`src/sv/nnfs_pkg.sv`:
```
package nnfs_pkg;

   // field and register widths
   localparam int CFG_W   = 9;
   localparam int CSR_I_W = 3;
   localparam int ADDR_W  = 14;
   localparam int PIX_W   = 16;
   localparam int POS_W   = 8;
   // dividend width: position (8 bits) times a side of at most 256
   localparam int NUM_W   = 16;
   localparam int CNT_W   = $clog2(NUM_W);

   // register indexes
   localparam logic [CSR_I_W-1:0] CSR_BUFFER_WIDTH   = 3'd0;
   localparam logic [CSR_I_W-1:0] CSR_BUFFER_HEIGHT  = 3'd1;
   localparam logic [CSR_I_W-1:0] CSR_SCREEN_WIDTH   = 3'd2;
   localparam logic [CSR_I_W-1:0] CSR_SCREEN_HEIGHT  = 3'd3;
   localparam logic [CSR_I_W-1:0] CSR_ROWS_PER_BURST = 3'd4;

   // register reset values
   localparam logic [CFG_W-1:0] RST_BUFFER_WIDTH   = 9'd128;
   localparam logic [CFG_W-1:0] RST_BUFFER_HEIGHT  = 9'd128;
   localparam logic [CFG_W-1:0] RST_SCREEN_WIDTH   = 9'd240;
   localparam logic [CFG_W-1:0] RST_SCREEN_HEIGHT  = 9'd240;
   localparam logic [CFG_W-1:0] RST_ROWS_PER_BURST = 9'd10;

   // source side limit
   localparam logic [CFG_W-1:0] SIDE_MAX = 9'd256;

   // operation codes
   localparam logic OP_WRITE = 1'b0;
   localparam logic OP_EMIT  = 1'b1;

   typedef enum logic [2:0] {
      ST_IDLE,
      ST_DIVIDE,
      ST_CLAMP,
      ST_LINEAR,
      ST_FETCH,
      ST_DELIVER
   } nnfs_state_type;

   typedef struct packed {
      logic write;      // store the incoming pixel
      logic start;      // latch flags, launch both scale divisions
      logic clamp;      // register clamped source column and row
      logic wrap;       // register the wrapped buffer address
      logic fetch;      // read the back buffer
      logic load;       // fill output register and advance raster
   } nnfs_cmd_type;

   typedef struct packed {
      logic step_done;  // both dividers finish this cycle
   } nnfs_status_type;

   // zero acts as one, saturate at 256
   function automatic logic [CFG_W-1:0] clamp_side(input logic [CFG_W-1:0] v);
      logic [CFG_W-1:0] r;
      if (v == '0) begin
         r = CFG_W'(1);
      end else if (v > SIDE_MAX) begin
         r = SIDE_MAX;
      end else begin
         r = v;
      end
      return r;
   endfunction

endpackage

```
`src/sv/nnfs_ctrl.sv`:
```
module nnfs_ctrl
   import nnfs_pkg::*;
(
   input  logic            clock,
   input  logic            reset,
   input  logic            req_valid,
   input  logic            req_operation,
   output logic            req_stall,
   output logic            rsp_valid,
   input  logic            rsp_stall,
   input  nnfs_status_type status,
   output nnfs_cmd_type    cmd
);

   nnfs_state_type state_ff, state_in;
   logic           rsp_valid_ff, rsp_valid_in;

   always_ff @(posedge clock) begin
      if (reset) begin
         state_ff     <= ST_IDLE;
         rsp_valid_ff <= 1'b0;
      end else begin
         state_ff     <= state_in;
         rsp_valid_ff <= rsp_valid_in;
      end
   end

   always_comb begin
      state_in  = state_ff;
      cmd       = '0;
      req_stall = 1'b1;
      unique case (state_ff)
         ST_IDLE: begin
            req_stall = 1'b0;
            if (req_valid) begin
               if (req_operation == OP_EMIT) begin
                  cmd.start = 1'b1;
                  state_in  = ST_DIVIDE;
               end else begin
                  cmd.write = 1'b1;
               end
            end
         end
         ST_DIVIDE: begin
            if (status.step_done) begin
               state_in = ST_CLAMP;
            end
         end
         ST_CLAMP: begin
            cmd.clamp = 1'b1;
            state_in  = ST_LINEAR;
         end
         ST_LINEAR: begin
            cmd.wrap = 1'b1;
            state_in = ST_FETCH;
         end
         ST_FETCH: begin
            cmd.fetch = 1'b1;
            state_in  = ST_DELIVER;
         end
         ST_DELIVER: begin
            // wait for a free output register
            if (!rsp_valid_ff || !rsp_stall) begin
               cmd.load = 1'b1;
               state_in = ST_IDLE;
            end
         end
         default: begin
            state_in = ST_IDLE;
         end
      endcase
      rsp_valid_in = cmd.load || (rsp_valid_ff && rsp_stall);
   end

   assign rsp_valid = rsp_valid_ff;

endmodule

```
`config.mk`:
```
export PLATFORM = sky130hd
export DESIGN_NAME = nnfs_ctrl
export DESIGN_NICKNAME = d
export VERILOG_FILES = /design/src/sv/nnfs_pkg.sv /design/src/sv/nnfs_ctrl.sv
export SDC_FILE = /design/constraint.sdc
export NUM_CORES = 1
export LEC_CHECK = 0
export BUFFER_PORTS_ARGS = -buffer_cell sky130_fd_sc_hd__buf_4
export CAP_MARGIN = 15
export CORE_AREA = 2 2 39 41
export DETAILED_ROUTE_END_ITERATION = 6
export DIE_AREA = 0 0 41 43
export PLACE_DENSITY = 0.46
export SLEW_MARGIN = 40
export SYNTH_ARGS = -nofsm -noshare
export SYNTH_HDL_FRONTEND = slang
export SYNTH_SLANG_ARGS = --single-unit
```
`constraint.sdc`:
```
create_clock -name clock -period 2.3 [get_ports clock]
set_input_delay 0.115 -clock clock [delete_from_list [all_inputs] [get_ports clock]]
set_output_delay 0.115 -clock clock [all_outputs]
set_load 0.1 [all_outputs]
```
==> run metrics, run 1 <==
Syn Area/Cell=7.88 sq um; largest family of logic cells by synthesized area=simple AND/OR/NAND/NOR gates; share of layout cells above drive strength 1=48.9%; Sw Ratio=41.7%; Root Driver=clkbuf_4; Reg power frac=a little under a third; clock share of power=31.4%; CTS tree=built; Synth Register Bits=4; nature of the critical path startpoint=flop; Pins Over Slew Limit=0; vias per inst=4.11; dpl hpwl=431 um; routability cong.=0.666; Seq/Total Area, Yosys=33.9%; required time worst endpoint=2.18 ns; # clock sinks=4; Gate power share=38.6%; core area=1380 sq um; Cell variety after synth=19; minimum clock period=1.53 ns; status=finished clean; first-pass GRT wire length=972 um; Fin Setup TNS=0 ns; RSZ-0062 raised after global routing=no; Synth Area in Adders=0%; slew margin rel.=79.7%; hold crit path type=input port to flop; Synth area leaders=dfxtp_1, nand2_1, o22ai_2, mux2_2, nor2_1; Ys Warns=0; Final period util=between 60% and 70%; cell area after synthesis=236 sq um; setup repair bufs after CTS=0; Worst Max-Slew Pin Slew=0.304 ns; Remaining DRCs=0; number of cells upsized or downsized after cts=0; initial antenna violation count=0; xor and xnor area share after synthesis=0%; Post-synth EDFFs=0; compound-gate portion of the synthesized area=21.7%; total power=274 uW; P_sw=~110 uW; setup violation total in the final timing report=0; die area=around 1800 sq um; top-area cell type share of the netlist area=33.9%; NumNets Final=53; grt ovf=0; power density over the cells=726 nW/um^2; Inserted Diodes=0; area delta synth->final=59.8%; Clock transition at path regs=0.04 ns; critical path endpoint category=output pin; fmax=around 0.66 GHz; crit path max fanout=7; row cnt=14; Hold Vio Cnt, Final=0; Worst EP arrival=around 1.4 ns; H-tree Lvls=1; fillers=155; top_reg_cell synth=dfxtp_1; syn_nets=36; Starting Density=17.1%; internal power=160 uW; port bufs=13; clock latency on the worst-skew pair=0.23 ns; mux contribution to synthesized area=4.76%; total track usage=a little over 8%; total CTS buffers=3; first-pass iteration count of the detailed router=2; Max VDD drop=150 uV; Post-Synth Simple-Gate Area=about 33%; initial DRC count=12; Die Width=41 um; Crit Path Class=flop to output pin; Routed Antenna Nets=0; final clock skew=0.00884 ns; vias=251; largest net degree at the start of global routing=11; vias in the first global route=248; cts hold-fix bufs=0; Routed WL per cell=9.05 um; Static Leak=0.181 nW; Die Span Y=43 um; I/O pin count=14; post-synthesis cell count=30; CTS max path bufs=2; area leader, netlist=dfxtp_1; Synth async-reset ratio=0%; Max-Cap Viols=0; final WL=552 um
-- flip-flops by register name (all words and copies together), names as in the netlist --
register and count:
state_ff 3, rsp_valid 1
-- metrics by stage --
stage | hold slack (ns) | worst slack [ns] | instance area [sq um] | util, % | cells
after detailed placement | 0.325 | 1.01 | 355 | 25.7 | 58
after CTS | 0.0789 | 0.757 | 378 | 27.3 | 61
after floorplan | 0.177 | 0.221 | 245 | - | 30
final | 0.0862 | 0.775 | 378 | 27.3 | 61
after global routing | 0.0785 | 0.693 | 378 | 27.3 | 61
after global placement | 0.330 | 1.01 | 355 | 25.7 | 58
-- layout by cell type (no fill, tap or decap), types with 2 or more instances in the layout --
| cell | netlist | routed |
|---|---|---|
| a21oi_2 | 1 | 2 |
| clkbuf_4 | 0 | 3 |
| inv_1 | 2 | 2 |
| nand2_1 | 5 | 5 |
| dfxtp_1 | 4 | 4 |
| nor2_1 | 3 | 3 |
| buf_4 | 1 | 13 |
-- cells in the mapped netlist (2+ instances only) --
master and instances:
nand2_1 5, dfxtp_1 4, nor2_1 3, a21oi_1 2
inv_1 2
-- metal layers --
metal | up-vias | global-route usage, % | share of wire [%]
met2 | 3 | 9.69 | 55
met4 | 0 | 6.00 | 0
met1 | 114 | 11.6 | 43
li1 | 134 | - | -
met5 | - | 0 | 0
met3 | 0 | 3.14 | 1.3
-- final timing paths --
check                      startpoint  slack, ns  cells past startpoint                  endpoint
max          state_ff[2]$_SDFFE_PP0P_       0.77                      3                    cmd[4]
min                             reset       0.09                      2  state_ff[2]$_SDFFE_PP0P_
max reg2reg  state_ff[0]$_SDFFE_PP0P_       1.29                      3  state_ff[1]$_SDFFE_PP0P_
min reg2reg      rsp_valid$_SDFF_PP0_       0.50                      2      rsp_valid$_SDFF_PP0_
-- layout make-up --
cell class / instances / area, sq um / area share (%)
flip-flops and latches: 4 / 80.1 / 21.2
multi-input cells: 23 / 150 / 39.7
well taps: 16 / 20.0 / 5.30
clock buffers: 3 / 22.5 / 5.96
inverters: 2 / 7.51 / 1.99
repair buffers: 13 / 97.6 / 25.8
-- power groups by stage --
stage                     Combinational (mW)  Sequential [mW]  Clock (mW)
after detailed placement               0.106           0.0838           0
after floorplan                       0.0884           0.0781           0
after global routing                   0.110           0.0837      0.0971
after CTS                              0.107           0.0826      0.0903
final                                  0.106           0.0823      0.0863
after global placement                 0.107           0.0836           0
-- worst max-delay path, stage by stage (launching register included) --
cell     delay [ns]
dfxtp_1        0.38
nor3_1         0.31
and3_1         0.20
buf_4          0.28
-- kinds of logic after synthesis --
group,after synthesis
buffers and inverters,3
AO/OA/AOI/OAI,7
flip-flops,4
AND/OR/NAND/NOR,15
multiplexers,1
Power figures use the tool's default switching activity.
==> run 2, diff against run 1 <==
==> constraint.sdc (replaced) <==
create_clock -name clock -period 1.55 [get_ports clock]
set_input_delay 0.0775 -clock clock [delete_from_list [all_inputs] [get_ports clock]]
set_output_delay 0.0775 -clock clock [all_outputs]
set_load 0.1 [all_outputs]
==> run 2 against run 1 <==
  * Sequential cell count unchanged
  * First-iteration DRC count decreased by 83%
  * Largest cell class unchanged
  * Core utilization increased by 2.4 points
  * Clock power increased by 45%
  * Wire length increased by 5.1%
  * Highest routed layer unchanged
==> run metrics, run 2 (synthesized netlist as in run 1, its figures left out) <==
critical-path cell list=nor3_1 -> nand2_1 -> nor2_4 -> buf_6; clock share of power=~30%; routability cong.=0.682; Routed WL per cell=9.35 um; fillers=153; Worst Hold Slack=0.0513 ns; setup violation total in the final timing report=0; required time worst endpoint=1.47 ns; Final period util=92.7%; vias in the first global route=228; most frequent cells in the layout=buf_4, nand2_1, dfxtp_1, clkbuf_4; # clock sinks=4; Crit Path Class=flop to output pin; Worst EP arrival=around 1.4 ns; Top Family by Delay on Critical Path=simple AND/OR/NAND/NOR gates; Sw Ratio=41.3%; area delta synth->final=73.5%; CP peak stage delay=0.37 ns; final WL=approximately 580 um; Clock transition at path regs=0.03 ns; Metal-1 WL=233 um; row cnt=14; vias per inst=roughly 4.2; Reg power frac=approximately 29%; status=finished clean; P_sw=173 uW; slew margin rel.=82.1%; I/O pin count=14; Hold Vio Cnt, Final=0; core area=1380 sq um; final core occ=29.7%; minimum clock period=between 1 and 1.5 ns; Pins Over Slew Limit=0; clock latency on the worst-skew pair=0.23 ns; fmax=0.696 GHz; CTS max path bufs=2; highest routed layer=met3; Routed Antenna Nets=0; first-pass GRT wire length=938 um; met2 routed WL=between 200 and 300 um; Static Leak=0.189 nW; crit path max fanout=7; critical path endpoint category=output pin; nature of the critical path startpoint=flop; largest net degree at the start of global routing=9; port bufs=13; number of flip-flops in the largest register=3; Starting Density=roughly 17%; Max VDD drop=366 uV; CTS tree=built; Inserted Diodes=0; Gate power share=41.4%; hold crit path type=input port to flop; Fin Setup TNS=0 ns; dpl hpwl=458 um; Die Span Y=about 43 um; metal3 WL=74 um; total track usage=about 8.4%; first-pass iteration count of the detailed router=3; Remaining DRCs=0; total CTS buffers=3; die area=1760 sq um; initial antenna violation count=0; Slowest-stage cell, CP=dfxtp_1; internal power=245 uW; initial DRC count=2; power density over the cells=1020 nW/um^2; grt ovf=0; setup repair bufs after CTS=0; commonest non-fill, non-tap cell in the layout=buf_4; most flop-heavy register=state_ff; share of layout cells above drive strength 1=54.3%; Root Driver=clkbuf_4; final clock skew=0.00354 ns; Worst Max-Slew Pin Slew=0.266 ns; Max-Cap Viols=0; vias=approximately 260; Worst Path Buf+Inv=1; H-tree Lvls=1; cts hold-fix bufs=0; NumNets Final=54; Die Width=~41 um
run 2: cell count changes in the layout (fill, tap and decap cells not counted), sizes merged:
cell  delta
buf      +1
run 2: layout make-up:
| type | instances | area (sq um) | area share [%] |
|---|---|---|---|
| tap | 16 | 20.0 | 4.88 |
| clock buffer | 3 | 22.5 | 5.49 |
| sequential | 4 | 80.1 | 19.5 |
| multi-input combinational | 23 | 168 | 40.9 |
| timing repair buffer | 14 | 113 | 27.4 |
| inverter | 2 | 7.51 | 1.83 |
run 2: timing repair:
item / CTS / global route
hold endpoints to repair: 0 / 0
endpoints found under the setup margin: 0 / 2
resized for setup: 0 / 2
run 2: path summary, 6_finish.rpt:
check / cells after the start / to / slack (ns) / from
worst max register to register: 3 / state_ff[0]$_SDFFE_PP0P_ / 0.56 / state_ff[0]$_SDFFE_PP0P_
worst min register to register: 2 / rsp_valid$_SDFF_PP0_ / 0.54 / rsp_valid$_SDFF_PP0_
worst min-delay path: 2 / state_ff[2]$_SDFFE_PP0P_ / 0.05 / reset
worst max-delay path: 4 / cmd[5] / 0.11 / state_ff[2]$_SDFFE_PP0P_
run 2: power by group through the flow:
stage | sequential [mW] | combinational [mW] | clock (mW)
floorplan | 0.116 | 0.135 | 0
global placement | 0.121 | 0.171 | 0
detailed placement | 0.122 | 0.171 | 0
CTS | 0.121 | 0.171 | 0.133
global route | 0.121 | 0.182 | 0.147
finish | 0.120 | 0.173 | 0.125
run 2: stage by stage:
stage               total power [mW]  area (sq um)  worst slack, ns  instances
floorplan                      0.251           263           -0.168         30
global placement               0.292           380            0.271         59
detailed placement             0.293           380            0.273         59
CTS                            0.425           403           0.0254         62
global route                   0.451           410          -0.0205         62
finish                         0.418           410            0.114         62
run 2: per-layer routing:
| layer | up-vias | GRT usage (%) |
|---|---|---|
| li1 | 136 | - |
| met1 | 113 | 9.94 |
| met2 | 9 | 10.0 |
| met3 | 0 | 7.85 |
| met4 | 0 | 4.00 |
| met5 | - | 0 |
==> run 3, diff against run 2 <==
--- a/config.mk
+++ b/config.mk
@@ -10,7 +10,7 @@
 export CORE_AREA = 2 2 39 41
 export DETAILED_ROUTE_END_ITERATION = 6
 export DIE_AREA = 0 0 41 43
-export PLACE_DENSITY = 0.46
+export PLACE_DENSITY = 0.47
 export SLEW_MARGIN = 40
 export SYNTH_ARGS = -nofsm -noshare
 export SYNTH_HDL_FRONTEND = slang
==> run 3 against run 2 <==
  * Sequential share of layout area rose by 0.74 points
  * Largest power group unchanged
  * Global-route usage down 0.90 points
  * Worst hold slack got worse by 0.0024 ns
  * Sequential power grew 3%
==> run metrics, run 3 (synthesized netlist as in run 1, its figures left out) <==
slack of the critical path=between 0.1 and 0.15 ns; Static Leak=0.184 nW; most frequent cells in the layout=buf_4, nand2_1, clkbuf_4, dfxtp_1; Post-Place Setup Slack=about 0.30 ns; Worst Hold Slack=0.0489 ns; Top Family by Delay on Critical Path=simple AND/OR/NAND/NOR gates; origin of the worst setup path=state_ff[2]$_SDFFE_PP0P_; setup repair bufs after CTS=0; first-pass iteration count of the detailed router=2; power density over the cells=1030 nW/um^2; core area=1380 sq um; Max VDD drop=361 uV; CP peak stage delay=0.37 ns; Starting Density=17.1%; Remaining DRCs=0; row cnt=14; Routed WL per cell=8.90 um; Layout Cells excl Fill=61; first-pass GRT wire length=~860 um; clock latency on the worst-skew pair=0.23 ns; CTS max path bufs=2; initial DRC count=1; share of layout cells above drive strength 1=57.8%; Hold Vio Cnt, Final=0; Worst EP arrival=1.33 ns; Inserted Diodes=0; total power=roughly 410 uW; Crit Path Class=flop to output pin; most flop-heavy register=state_ff; final WL=543 um; area delta synth->final=69.8%; port bufs=13; Post-DP Area=373 sq um; Final Instance Area=402 sq um; RSZ-0062 raised after global routing=no; Slowest-stage cell, CP=dfxtp_1; Die Width=41 um; hold crit path type=input port to flop; critical-path cell list=nor3_2 -> nand2_1 -> nor2_4 -> buf_4; die area=1760 sq um; CTS tree=built; commonest non-fill, non-tap cell in the layout=buf_4; setup violation total in the final timing report=0; Die Span Y=43 um; critical path endpoint category=output pin; Worst Max-Slew Pin Slew=around 0.27 ns; Clock transition at path regs=0.04 ns; vias=250; slew margin rel.=81.9%; Root Driver=clkbuf_4; Pins Over Slew Limit=0; routability cong.=roughly 0.67; min-delay src=reset; required time worst endpoint=1.47 ns; grt ovf=0; nature of the critical path startpoint=flop; status=finished clean; I/O pin count=14; Worst Path Buf+Inv=1; largest net degree at the start of global routing=11; Routed Antenna Nets=0; NumNets Final=53; total track usage=7.52%; number of cells upsized or downsized after cts=0; final clock skew=0.00363 ns; # clock sinks=4; vias per inst=slightly above 4; Final period util=90.6%; number of flip-flops in the largest register=3; vias in the first global route=~240; minimum clock period=1.40 ns; placed instance count=58; Max-Cap Viols=0; fmax=0.712 GHz; cts hold-fix bufs=0; worst r2r src=state_ff[2]$_SDFFE_PP0P_; total CTS buffers=3; crit path max fanout=7; initial antenna violation count=0; H-tree Lvls=1
-- run 3: changes by cell type in the layout (fill, tap and decap cells not counted) --
cell	delta
buf_4	+1
buf_6	-2
dfxtp_1	-1
dfxtp_2	+1
nor3_1	-1
nor3_2	+1
-- run 3: report_power, final --
group	total (mW)	internal [mW]	switching [mW]
registers	0.124	0.110	0.0139
clock network	0.128	0.0865	0.0412
logic	0.162	0.0436	0.119
-- run 3: per-layer routing --
metal	track usage (%)	up-vias	routed length, um
met5	0	-	0
met4	4.00	0	0
met1	7.37	108	226
met2	10.6	7	271
met3	6.28	0	45
li1	-	135	-
-- run 3: layout make-up --
type	count	area [sq um]
repair buffers	13	97.6
multi-input cells	23	173
fillers	154	982
well taps	16	20.0
flip-flops and latches	4	81.3
inverters	2	7.51
clock buffers	3	22.5
-- run 3: worst paths after layout --
path	to	slack, ns	cells past startpoint
worst max-delay path	cmd[5]	0.15	4
worst min-delay path	state_ff[2]$_SDFFE_PP0P_	0.05	2
worst max register to register	state_ff[2]$_SDFFE_PP0P_	0.56	3
worst min register to register	rsp_valid$_SDFF_PP0_	0.54	2
-- run 3: metrics by stage --
step / TNS, ns / util (%)
3_3_place_gp: 0 / 26.9
6_report: 0 / 29.0
5_1_grt: 0 / 29.0
3_5_place_dp: 0 / 26.9
2_1_floorplan: -0.174 / -
4_1_cts: 0 / 28.6
